<file path="src/hdl/cdq_pkg.sv">
// ----------------------------------------------------------------------------
// cdq_pkg
// Shared types and constants of the circular deque core.
// ----------------------------------------------------------------------------
`default_nettype none

package cdq_pkg;

  localparam int MaxEntries = 1024;
  localparam int IdxW       = $clog2(MaxEntries);
  localparam int CntW       = $clog2(MaxEntries + 1);
  localparam int DataW      = 32;
  localparam int ApbDataW   = 32;
  localparam int ApbAddrW   = 3;

  localparam logic [2:0] ActPushFront = 3'd0;
  localparam logic [2:0] ActPushBack  = 3'd1;
  localparam logic [2:0] ActPopFront  = 3'd2;
  localparam logic [2:0] ActPopBack   = 3'd3;
  localparam logic [2:0] ActNop       = 3'd4;

  localparam logic [DataW-1:0] EmptyValue = '1;

  typedef struct packed {
    logic [2:0]              action;
    logic signed [DataW-1:0] push_value;
  } in_t;

  typedef struct packed {
    logic                    accepted;
    logic signed [DataW-1:0] front_value;
    logic signed [DataW-1:0] rear_value;
    logic                    is_empty;
    logic                    is_full;
  } out_t;

  typedef struct packed {
    logic            wr;
    logic [CntW-1:0] capacity;
  } cfg_t;

endpackage

`default_nettype wire

</file>
<file path="src/hdl/cdq_cfg.sv">
// ----------------------------------------------------------------------------
// cdq_cfg
// APB register block holding the clamped capacity register.
// ----------------------------------------------------------------------------
`default_nettype none

module cdq_cfg (
  input  wire logic                          clk_i,
  input  wire logic                          rst_ni,
  input  wire logic                          psel,
  input  wire logic                          penable,
  input  wire logic                          pwrite,
  input  wire logic [cdq_pkg::ApbAddrW-1:0]  paddr,
  input  wire logic [cdq_pkg::ApbDataW-1:0]  pwdata,
  output logic      [cdq_pkg::ApbDataW-1:0]  prdata,
  output logic                               pready,
  output cdq_pkg::cfg_t                      cfg_o
);

  localparam logic [cdq_pkg::CntW-1:0] CapMax = cdq_pkg::CntW'(cdq_pkg::MaxEntries);

  logic                     sel_cap;
  logic                     wr_cap;
  logic [cdq_pkg::CntW-1:0] wval;
  logic [cdq_pkg::CntW-1:0] cap_d, cap_q;

  // only one register exists, selected while paddr[2] is clear; paddr[2] set is beyond the list
  assign sel_cap = !paddr[2];
  assign wr_cap  = psel && penable && pwrite && sel_cap;
  assign wval    = pwdata[cdq_pkg::CntW-1:0];

  always_comb begin
    cap_d = cap_q;
    if (wr_cap) begin
      if (wval == '0) begin
        cap_d = cdq_pkg::CntW'(1);
      end else if (wval > CapMax) begin
        cap_d = CapMax;
      end else begin
        cap_d = wval;
      end
    end
  end

  always_ff @(posedge clk_i or negedge rst_ni) begin
    if (!rst_ni) begin
      cap_q <= CapMax;
    end else begin
      cap_q <= cap_d;
    end
  end

  assign pready       = 1'b1;
  assign prdata       = sel_cap ? cdq_pkg::ApbDataW'(cap_q) : '0;
  assign cfg_o.wr       = wr_cap;
  assign cfg_o.capacity = cap_q;

endmodule

`default_nettype wire

</file>
<file path="config.mk">
export PLATFORM = sky130hd
export DESIGN_NAME = cdq_cfg
export DESIGN_NICKNAME = d
export VERILOG_FILES = /design/src/hdl/cdq_pkg.sv /design/src/hdl/cdq_cfg.sv
export SDC_FILE = /design/constraint.sdc
export NUM_CORES = 1
export LEC_CHECK = 0
export BUFFER_PORTS_ARGS = -buffer_cell sky130_fd_sc_hd__buf_2
export CAP_MARGIN = 20
export CORE_MARGIN = 3
export CORE_UTILIZATION = 30
export CTS_CLUSTER_DIAMETER = 150
export CTS_CLUSTER_SIZE = 8
export DETAILED_ROUTE_END_ITERATION = 10
export GPL_TIMING_DRIVEN = 0
export PLACE_DENSITY = 0.71
export SYNTH_ARGS = -nofsm -noshare
export SYNTH_HDL_FRONTEND = slang
export SYNTH_SLANG_ARGS = --single-unit
</file>
<file path="constraint.sdc">
create_clock -name clk_i -period 0.9 [get_ports clk_i]
set_clock_uncertainty 0.15 [all_clocks]
set_input_delay 0 -clock clk_i [delete_from_list [all_inputs] [get_ports clk_i]]
set_output_delay 0 -clock clk_i [all_outputs]
set_load 0.05 [all_outputs]
</file>
# Yosys cells after proc, flatten, opt, wreduce, memory -nomap -nowiden
# Cells that the tools add are included.
[classes]
multipliers = 0
shift = 0
div_mod_pow = 0
n_addsub = 0
reduce_logical = 5
order_cmp = 1
eq_ne = 0
n_bitwise = 0
n_mux = 3
[ops]
columns = ["op", "count"]
rows = [
  ["$mux 11", 3],
  ["$gt 11x11->1 const B", 1],
  ["$logic_not 11->1", 1],
  ["$logic_and 1x1->1", 3],
  ["$logic_not 1->1", 1],
]
[word_totals]
in_bits = 40
word_cells = 10
latchBits = 0
romBits = 0
memories = 0
ramBits = 0
out_inout_bits = 45
regBits = 11

# Longest topological paths before layout
# Gate-level depths: netlist of the first run.
[logic_depth]
ltp_word = 3
depth_mapped = 5
mapped_depth_nobuf = 4

# Least setup slack after synthesis of the first run
# Ideal clock, no wire load.
[synth_path]
path_type = "register to output"
from = "reg cap_q[10] (netlist bit)"
to = "out prdata[10] (netlist bit)"
stages_incl_launch_ff = 2
n_path_buf = 0
t_arrival_ns = 1.444
t_required_ns = 0.750
path_slack_ns = -0.694
cell_sequence = "dfstp_2 -> nor2b_1"
[synth_between]
elab_chain_len = 1
[synth_lines]
columns = ["item", "line_no", "rtl"]
rows = [
  ["start, declared", "cdq_cfg.sv:25", "logic [cdq_pkg::CntW-1:0] cap_d, cap_q;"],
  ["start signal, assigned", "cdq_cfg.sv:47", "cap_q <= CapMax;"],
  ["start signal, assigned", "cdq_cfg.sv:49", "cap_q <= cap_d;"],
  ["$mux 11", "cdq_cfg.sv:54", "assign prdata = sel_cap ? cdq_pkg::ApbDataW'(cap_q) : '0;"],
  ["end, declared", "cdq_cfg.sv:15", "output logic [cdq_pkg::ApbDataW-1:0] prdata,"],
]
# No other way between the ends.

# Worst setup path after layout of the first run
# Ends and elaborated chain as after synthesis.

==> flow_summary.ini, run 1 <==
[sta]
worst_slack_ns = -0.347
slew_viol_final = 0
timing.final.crit_share = 1.39
fin_crit_ns = 1.25
finalHoldViolations = 11
clock.fmax_ghz = 0.802
tightest_slew_ns = 0.572
max_slew_margin = 0.619
fin_hold_ws_ns = -0.0953
setup_tns_ns = -4.97
rsz0062_at_grt = yes
finalSetupViolations = 28

[detailed_routing]
vias = 874
route.antenna.remaining_nets = 0
drtIter0Drc = 12
firstDrtPassIters = 2
drc = 0
wl_um = 2720
wl_per_cell_um = 13.5
avgViaCountPerCell = 4.33

[power]
internal_power_w = 0.00144
ir_drop_uv = 1040
pwr-share-seq = 0.255
power_density_nw_per_um2 = 1580
p_leak_nw = 0.819
swShare = 0.445
combPwrFrac = 0.616
p_sw_w = 0.00116
report.power.total_w = 0.00260
clockPowerShare = 0.129

[synthesis]
synth_cells = 90
synth_edf_count = 0
synth.area.top_cells = dfrtp_1 (32%), buf_4 (23%), nor2b_1 (8.8%)
syn_area_um2 = 785
synth_cell_types = 20
ys_async_sr_fraction = 1.00
synth_seq_area_share = 0.352
yosys-top-cells-count = buf_4 (24), nand2_1 (15), nor2b_1 (11)
yosysTopAreaCellShare = 0.319
synth.most_common_cell = buf_4
yosysTopAreaCell = dfrtp_1
ys_ff_latch = 11
synthFlopType = dfrtp_1
avgSynthCellArea_um2 = 8.72
yosysWarnings = 0

[global_routing]
antenna_found_initial = 0
grt_max_degree = 12
grt_pass1_vias = 831
track_usage = 0.143
grt_pass1_wl_um = 3750
grt_overflow_total = 0

[finish]
largest_register_ffs = 11
num-nets-final = 215
syn2layout_area_growth_pct = 109
layout-drive-gt1-share = 0.644
insertedDiodeCount = 0
final_cells = 202
top_register = cap_q
reg_top3 = cap_q: 11 flops

[worst_setup_path]
cp_slowest_cell = dfstp_2
cp_max_fo = 2
cp-start-kind = flop
end_kind = primary output
crit_chain = nor2b_4, buf_6
crit_required_ns = 0.75
arrival_ns = 1.10
critPathKind = flop to primary output
cp_slowest_stage_delay_ns = 0.54

[place]
hpwl_um = 1580
port_buffers = 39
dp_cells = 177
place_congestion = 0.746

[clock_network]
numCtsBuffers = 3
root_buffer = clkbuf_4
cts_tree = done
clk_latency_ns = 0.26
htreeDepth = 1
clk_pin_slew_ns = 0.07
clockBufferDepth = 2
cts_sinks = 11

[floorplanning]
fp.coreArea_um2 = 2340
die_w_um = 57.1
die_area_um2 = 3260
rows = 17
ios = 85
start_util = 0.335
die_y_um = 57.1

[run_status]
failed_checks = hold timing, setup timing
run_status = finished, violations left

[job]
cap_violations = 0

[worst_hold_path]
hold_class = input pin to flop
==> path summary, 6_finish.rpt <==
kind | to | slack [ns] | cells past startpoint | startpoint
max in group asynchronous | cap_q[10]$_DFFE_PN1P_ | 0.34 | 2 | rst_ni
min in group asynchronous | cap_q[3]$_DFFE_PN0P_ | 0 | 2 | rst_ni
min reg2reg | cap_q[9]$_DFFE_PN0P_ | 0.38 | 2 | cap_q[9]$_DFFE_PN0P_
max | prdata[10] | -0.35 | 2 | cap_q[10]$_DFFE_PN1P_
min | cap_q[0]$_DFFE_PN0P_ | -0.1 | 3 | pwdata[0]
max reg2reg | cap_q[10]$_DFFE_PN1P_ | -0.08 | 3 | cap_q[10]$_DFFE_PN1P_
==> cell families after synthesis <==
group                  count (synthesis)  synth area share
AOI/OAI and AO/OA                     11            0.0909
buffers and inverters                 28             0.250
DFF                                   11             0.352
other                                  2           0.00957
and+or+nand+nor                       38             0.297
==> area by class of cell <==
type / count / area [um2]
inverters: 1 / 3.75
repair buffers: 61 / 612
clock buffers: 4 / 26.3
flip-flops and latches: 11 / 289
fillers: 191 / 697
well taps: 28 / 35.0
plain buffers: 26 / 186
multi-input cells: 71 / 490
==> layout by cell type (no fill, tap or decap), drive strengths merged <==
cell type    Yosys  final
buf             25     75
dfrtp           10     10
clkbuf           2      6
inv              1      1
nand4b           2      2
nor2b           11     11
nand2b           6      6
conb             2     22
a32oi            2      2
nor2             1      1
or2b             1      1
dlygate4sd3      0     10
nor4             1      1
o31ai            1      1
a31oi            1      1
nand2           15     15
dfstp            1      1
o21ai            7      7
nor3             1      1
==> per-stage QoR <==
step	util	instance area (um2)	hold WS, ns	worst slack (ns)
after floorplan	-	956	-0.446	-0.310
after global placement	0.507	1190	-0.271	-0.217
after detailed placement	0.507	1190	-0.264	-0.221
after CTS	0.629	1470	-0.172	-0.360
after global routing	0.702	1640	-0.0744	-0.382
final	0.702	1640	-0.0953	-0.347
==> critical path, delay by kind of cell (launching register included) <==
kind,cells,cell delay (ns)
buf+inv,1,0.16
simple gates,1,0.13
flops,1,0.54
==> metal layers <==
metal  up-vias  part of all wire  track usage
met2        50              0.53        0.271
li1        413                 -            -
met5         -                 0            0
met1       404              0.36        0.159
met4         0             0.023       0.0232
met3         7             0.088       0.0430
==> power groups by stage <==
stage / logic (W) / registers (W) / clock network [W]
after floorplan: 0.000652 / 0.000924 / 0
after global placement: 0.00112 / 0.000652 / 0
after detailed placement: 0.00113 / 0.000656 / 0
after CTS: 0.00136 / 0.000660 / 0.000355
after global routing: 0.00167 / 0.000674 / 0.000369
final: 0.00160 / 0.000664 / 0.000335
==> repair_timing <==
action,4_1_cts,5_1_grt
pin swaps,0,6
cloned,0,0
gates resized for setup,47,28
hold endpoints to repair,22,8
buffers inserted,4,8
hold buffers,9,5
setup endpoints to repair,23,28
(Power assumes the default switching activity.)
==> run 2: changes to the inputs <==
--- a/config.mk
+++ b/config.mk
@@ -8,12 +8,12 @@
 export BUFFER_PORTS_ARGS = -buffer_cell sky130_fd_sc_hd__buf_2
 export CAP_MARGIN = 20
 export CORE_MARGIN = 3
-export CORE_UTILIZATION = 30
+export CORE_UTILIZATION = 34
 export CTS_CLUSTER_DIAMETER = 150
 export CTS_CLUSTER_SIZE = 8
 export DETAILED_ROUTE_END_ITERATION = 10
 export GPL_TIMING_DRIVEN = 0
-export PLACE_DENSITY = 0.71
+export PLACE_DENSITY = 0.79
 export SYNTH_ARGS = -nofsm -noshare
 export SYNTH_HDL_FRONTEND = slang
 export SYNTH_SLANG_ARGS = --single-unit
==> run 2 against run 1 <==
Effect of this change:
- the run still ends with hold timing, setup timing left
- combinational power shrank 4%
- register-to-register slack is essentially flat
- hold slack lost 0.020 ns
- largest cell class unchanged
- clock power is essentially flat
- non-clock buffer count decreased by 4
- critical endpoint unchanged
==> flow_summary.ini, run 2 (synthesized netlist as in run 1, its figures left out) <==
[worst_setup_path]
cp_slowest_stage_delay_ns = 0.54
arrival_ns = 1.09
cp_slowest_cell = dfstp_2
crit_required_ns = 0.75
end_kind = primary output
cp-start-kind = flop
critPathKind = flop to primary output
crit_chain = nor2b_4, buf_6
cp_max_fo = 2

[finish]
stdcell_area_um2 = 1600
final_common_cell = buf_4
syn2layout_area_growth_pct = 103
reg_top3 = cap_q: 11 flops
multi_input_area_um2 = 503
fill_cells = 143
top_register = cap_q
insertedDiodeCount = 0
final_cells = 197
largest_register_ffs = 11
layout_common_cells = buf_4 (27), conb_1 (22), buf_6 (18)
register_area_um2 = 289
num-nets-final = 211
layout-drive-gt1-share = 0.647

[clock_network]
numCtsBuffers = 3
cts_sinks = 11
clockBufferDepth = 2
clk_pin_slew_ns = 0.07
clk_latency_ns = 0.26
cts_tree = done
htreeDepth = 1
root_buffer = clkbuf_4

[detailed_routing]
avgViaCountPerCell = 4.16
wl_per_cell_um = 11.7
vias = 819
drc = 0
wl_um = 2310
firstDrtPassIters = 3
route.antenna.remaining_nets = 0
drtIter0Drc = 7

[sta]
slew_viol_final = 0
worst_slack_ns = -0.340
fin_hold_ws_ns = -0.116
clock.fmax_ghz = 0.807
finalHoldViolations = 15
tightest_slew_ns = 0.590
timing.final.crit_share = 1.38
finalSetupViolations = 26
rsz0062_at_grt = yes
setup_tns_ns = -4.42
fin_crit_ns = 1.24
max_slew_margin = 0.607

[floorplanning]
ios = 85
fp.coreArea_um2 = 2060
die_y_um = 54.0
start_util = 0.380
die_w_um = 54.0
rows = 16
die_area_um2 = 2920

[place]
dp_cells = 176
pre_cts_ws_ns = -0.209
hpwl_um = 1500
port_buffers = 39
place_area_um2 = 1180
place_congestion = 0.660

[power]
power_density_nw_per_um2 = 1580
p_leak_nw = 0.794
ir_drop_uv = 948

[global_routing]
grt_max_degree = 12
track_usage = 0.156
antenna_found_initial = 0
grt_overflow_total = 0
grt_pass1_vias = 772
grt_pass1_wl_um = 3290

[run_status]
run_status = finished, violations left
failed_checks = hold timing, setup timing

[worst_hold_path]
hold_class = input pin to flop

[job]
cap_violations = 0
==> run 2: changes by cell type in the layout (fill, tap and decap cells not counted) <==
| cell | before | now |
|---|---|---|
| buf_6 | 19 | 18 |
| nand2_2 | 4 | 3 |
| a32oi_1 | 2 | 1 |
| buf_8 | 13 | 10 |
| buf_4 | 26 | 27 |
| dlygate4sd3_1 | 10 | 9 |
| nand2_4 | 0 | 1 |
| a32oi_2 | 0 | 1 |
==> run 2: layer usage <==
| metal | wire length (um) | GRT usage | vias up | share of wire |
|---|---|---|---|---|
| met5 | 0 | 0 | - | 0 |
| met4 | 26 | 0.0664 | 0 | 0.011 |
| met3 | 254 | 0.0526 | 4 | 0.11 |
| met2 | 1130 | 0.280 | 47 | 0.49 |
| met1 | 899 | 0.164 | 363 | 0.39 |
| li1 | - | - | 405 | - |
==> run 2: worst max-delay path, delay by kind of cell, from the launching register on <==
family                 cells  cell delay [ns]
flip-flops                 1             0.54
buffers and inverters      1             0.16
AND/OR/NAND/NOR            1             0.14
==> run 2: final timing paths <==
check                                      start                     to  slack, ns  cells after the start
min                                    pwdata[6]   cap_q[6]$_DFFE_PN0P_      -0.12                      3
max                        cap_q[10]$_DFFE_PN1P_             prdata[10]      -0.34                      2
max in group asynchronous                 rst_ni  cap_q[10]$_DFFE_PN1P_       0.34                      2
max reg2reg                cap_q[10]$_DFFE_PN1P_  cap_q[10]$_DFFE_PN1P_      -0.07                      3
min in group asynchronous                 rst_ni   cap_q[1]$_DFFE_PN0P_      -0.01                      2
min reg2reg                 cap_q[8]$_DFFE_PN0P_   cap_q[8]$_DFFE_PN0P_       0.38                      2
==> run 2: final cells by class <==
cell class | instances | area share
inverter | 1 | 0.00235
buffer | 26 | 0.117
timing repair buffer | 57 | 0.347
clock buffer | 4 | 0.0165
sequential | 11 | 0.181
multi-input combinational | 71 | 0.315
tap | 27 | 0.0212
==> run 2: per-stage QoR <==
step | hold slack, ns | util | power, W
2_1_floorplan | -0.446 | - | 0.00158
3_3_place_gp | -0.275 | 0.575 | 0.00177
3_5_place_dp | -0.259 | 0.575 | 0.00178
4_1_cts | -0.174 | 0.697 | 0.00235
5_1_grt | -0.109 | 0.774 | 0.00264
6_report | -0.116 | 0.774 | 0.00252
==> run 2: power breakdown <==
part	leakage (nW)	switching (W)	internal, W	total [W]
combinational	0.652	0.000901	0.000624	0.00153
clock	0.0150	0.000162	0.000171	0.000333
sequential	0.128	0.0000680	0.000589	0.000657
total	0.794	0.00113	0.00138	0.00252
==> run 2: timing repair <==
item / in CTS / in global routing
pin swaps: 0 / 5
gates resized for setup: 48 / 22
setup buffers: 3 / 6
endpoints found under the setup margin: 23 / 27
cloned: 0 / 0
hold buffers: 6 / 7
hold endpoints to repair: 22 / 11
==> run 3: changes to the inputs <==
==> config.mk (replaced) <==
export PLATFORM = sky130hd
export DESIGN_NAME = cdq_cfg
export DESIGN_NICKNAME = d
export VERILOG_FILES = /design/src/hdl/cdq_pkg.sv /design/src/hdl/cdq_cfg.sv
export SDC_FILE = /design/constraint.sdc
export NUM_CORES = 1
export LEC_CHECK = 0
export CAP_MARGIN = 20
export CORE_MARGIN = 3
export CORE_UTILIZATION = 45
export CTS_CLUSTER_DIAMETER = 150
export CTS_CLUSTER_SIZE = 8
export DETAILED_ROUTE_END_ITERATION = 10
export DONT_BUFFER_PORTS = 1
export GPL_TIMING_DRIVEN = 0
export SYNTH_ARGS = -nofsm -noshare
export SYNTH_HDL_FRONTEND = slang
export SYNTH_SLANG_ARGS = --single-unit
==> run 3 against run 2 <==
Effect of this change:
- the flow still finishes with violations (hold timing, setup timing)
- die area shrank 22%
- clock power grew 4%
- non-clock buffer count shrank 43
- combinational power shrank 50%
- critical endpoint unchanged
- largest cell class is now multi-input gates
- largest power group is now sequential cells
==> flow_summary.ini, run 3 (synthesized netlist as in run 1, its figures left out) <==
[worst_setup_path]
cp_slowest_stage_delay_ns = 0.71
cp_max_fo = 3
critPathKind = flop to primary output
cp_slowest_cell = dfstp_2
crit_buf_inv = 0
crit_required_ns = 0.75
end_kind = primary output
crit_chain = nor2b_4
arrival_ns = 1.38
cp_top_family = flip-flops
cp-start-kind = flop

[finish]
syn2layout_area_growth_pct = 48.8
fill_cells = 128
largest_register_ffs = 11
layout_common_cells = buf_4 (25), conb_1 (22), nand2_1 (13)
top_register = cap_q
reg_top3 = cap_q: 11 flops
insertedDiodeCount = 0
final_common_cell = buf_4
final_cells = 143
post-route-util = 0.740
num-nets-final = 168
layout-drive-gt1-share = 0.488

[clock_network]
clk_pin_slew_ns = 0.08
clk_latency_ns = 0.27
cts_hold_buffers = 11
cts_sinks = 11
clockBufferDepth = 2
root_buffer = clkbuf_4
cts_tree = done
numCtsBuffers = 3
htreeDepth = 1

[run_status]
run_status = finished, violations left
failed_checks = hold timing, setup timing

[global_routing]
grt_pass1_wl_um = 2370
grt_max_degree = 12
use_met2 = 0.248
grt_overflow_total = 0
grt_pass1_vias = 552
grtUsageMet1 = 0.177
track_usage = 0.148
met3_usage = 0.0489
antenna_found_initial = 0
top_usage_layer = met2

[sta]
tightest_slew_ns = 0.581
max_slew_margin = 0.613
fin_crit_ns = 1.53
rsz0062_at_grt = yes
worst_slack_ns = -0.631
finalHoldViolations = 22
fin_hold_ws_ns = -0.199
clock.fmax_ghz = 0.653
finalSetupViolations = 33
timing.final.crit_share = 1.70
slew_viol_final = 0

[power]
power_density_nw_per_um2 = 1750
p_leak_nw = 0.631
ir_drop_uv = 1090

[floorplanning]
die_w_um = 47.8
fp.coreArea_um2 = 1580
start_util = 0.498
die_area_um2 = 2280
ios = 85
rows = 14
die_y_um = 47.8

[place]
place_congestion = 0.739
dp_cells = 126
hpwl_um = 1280
port_buffers = 0

[detailed_routing]
firstDrtPassIters = 2
route.antenna.remaining_nets = 0
wl_um = 1900
wl_per_cell_um = 13.3
avgViaCountPerCell = 4.46
drc = 0
vias = 638
drtIter0Drc = 2

[job]
cap_violations = 0

[worst_hold_path]
hold_class = input pin to flop
## run 3: worst paths after layout
| path | startpoint | to | slack (ns) | depth (start not counted) |
|---|---|---|---|---|
| worst max-delay path | cap_q[10]$_DFFE_PN1P_ | prdata[10] | -0.63 | 1 |
| worst min-delay path | pwdata[8] | cap_q[8]$_DFFE_PN0P_ | -0.20 | 2 |
| worst max register to register | cap_q[10]$_DFFE_PN1P_ | cap_q[10]$_DFFE_PN1P_ | -0.17 | 2 |
| worst min register to register | cap_q[10]$_DFFE_PN1P_ | cap_q[10]$_DFFE_PN1P_ | 0.45 | 2 |
| max in group asynchronous | rst_ni | cap_q[0]$_DFFE_PN0P_ | 0.23 | 1 |
| min in group asynchronous | rst_ni | cap_q[2]$_DFFE_PN0P_ | -0.01 | 1 |
## run 3: stage by stage
step / worst slack (ns) / area, um2 / hold slack, ns / power [W] / TNS (ns)
detailed placement: -0.330 / 976 / -0.445 / 0.00162 / -2.50
finish: -0.631 / 1170 / -0.199 / 0.00204 / -6.57
CTS: -0.631 / 1110 / -0.197 / 0.00201 / -8.02
floorplan: -0.310 / 956 / -0.446 / 0.00158 / -1.99
global route: -0.654 / 1170 / -0.197 / 0.00213 / -7.47
global placement: -0.333 / 976 / -0.445 / 0.00161 / -2.39
## run 3: layout make-up
type / count / area (um2) / share of cell area
Buffer: 27 / 201 / 0.173
Multi-Input combinational cell: 71 / 482 / 0.413
Timing Repair Buffer: 13 / 145 / 0.124
Clock buffer: 4 / 26.3 / 0.0225
Inverter: 1 / 3.75 / 0.00322
Tap cell: 16 / 20.0 / 0.0171
Sequential cell: 11 / 289 / 0.248
## run 3: layer usage
metal  share of wire  routed length [um]  vias to the layer above
li1                -                   -                      320
met1            0.38                 731                      278
met2            0.49                 938                       40
met3            0.12                 232                        0
met4               0                   0                        0
met5               0                   0                        -
## run 3: repair_timing
action / 4_1_cts / 5_1_grt
pin swaps: 0 / 6
gates cloned: 0 / 1
resized for setup: 0 / 19
buffers inserted: 0 / 1
setup endpoints to repair: 33 / 33
hold endpoints to repair: 23 / 10
## run 3: report_power, final
part	total (W)	switching [W]	internal, W
clock network	0.000346	0.000174	0.000171
registers	0.000937	0.000349	0.000588
logic	0.000761	0.000501	0.000260
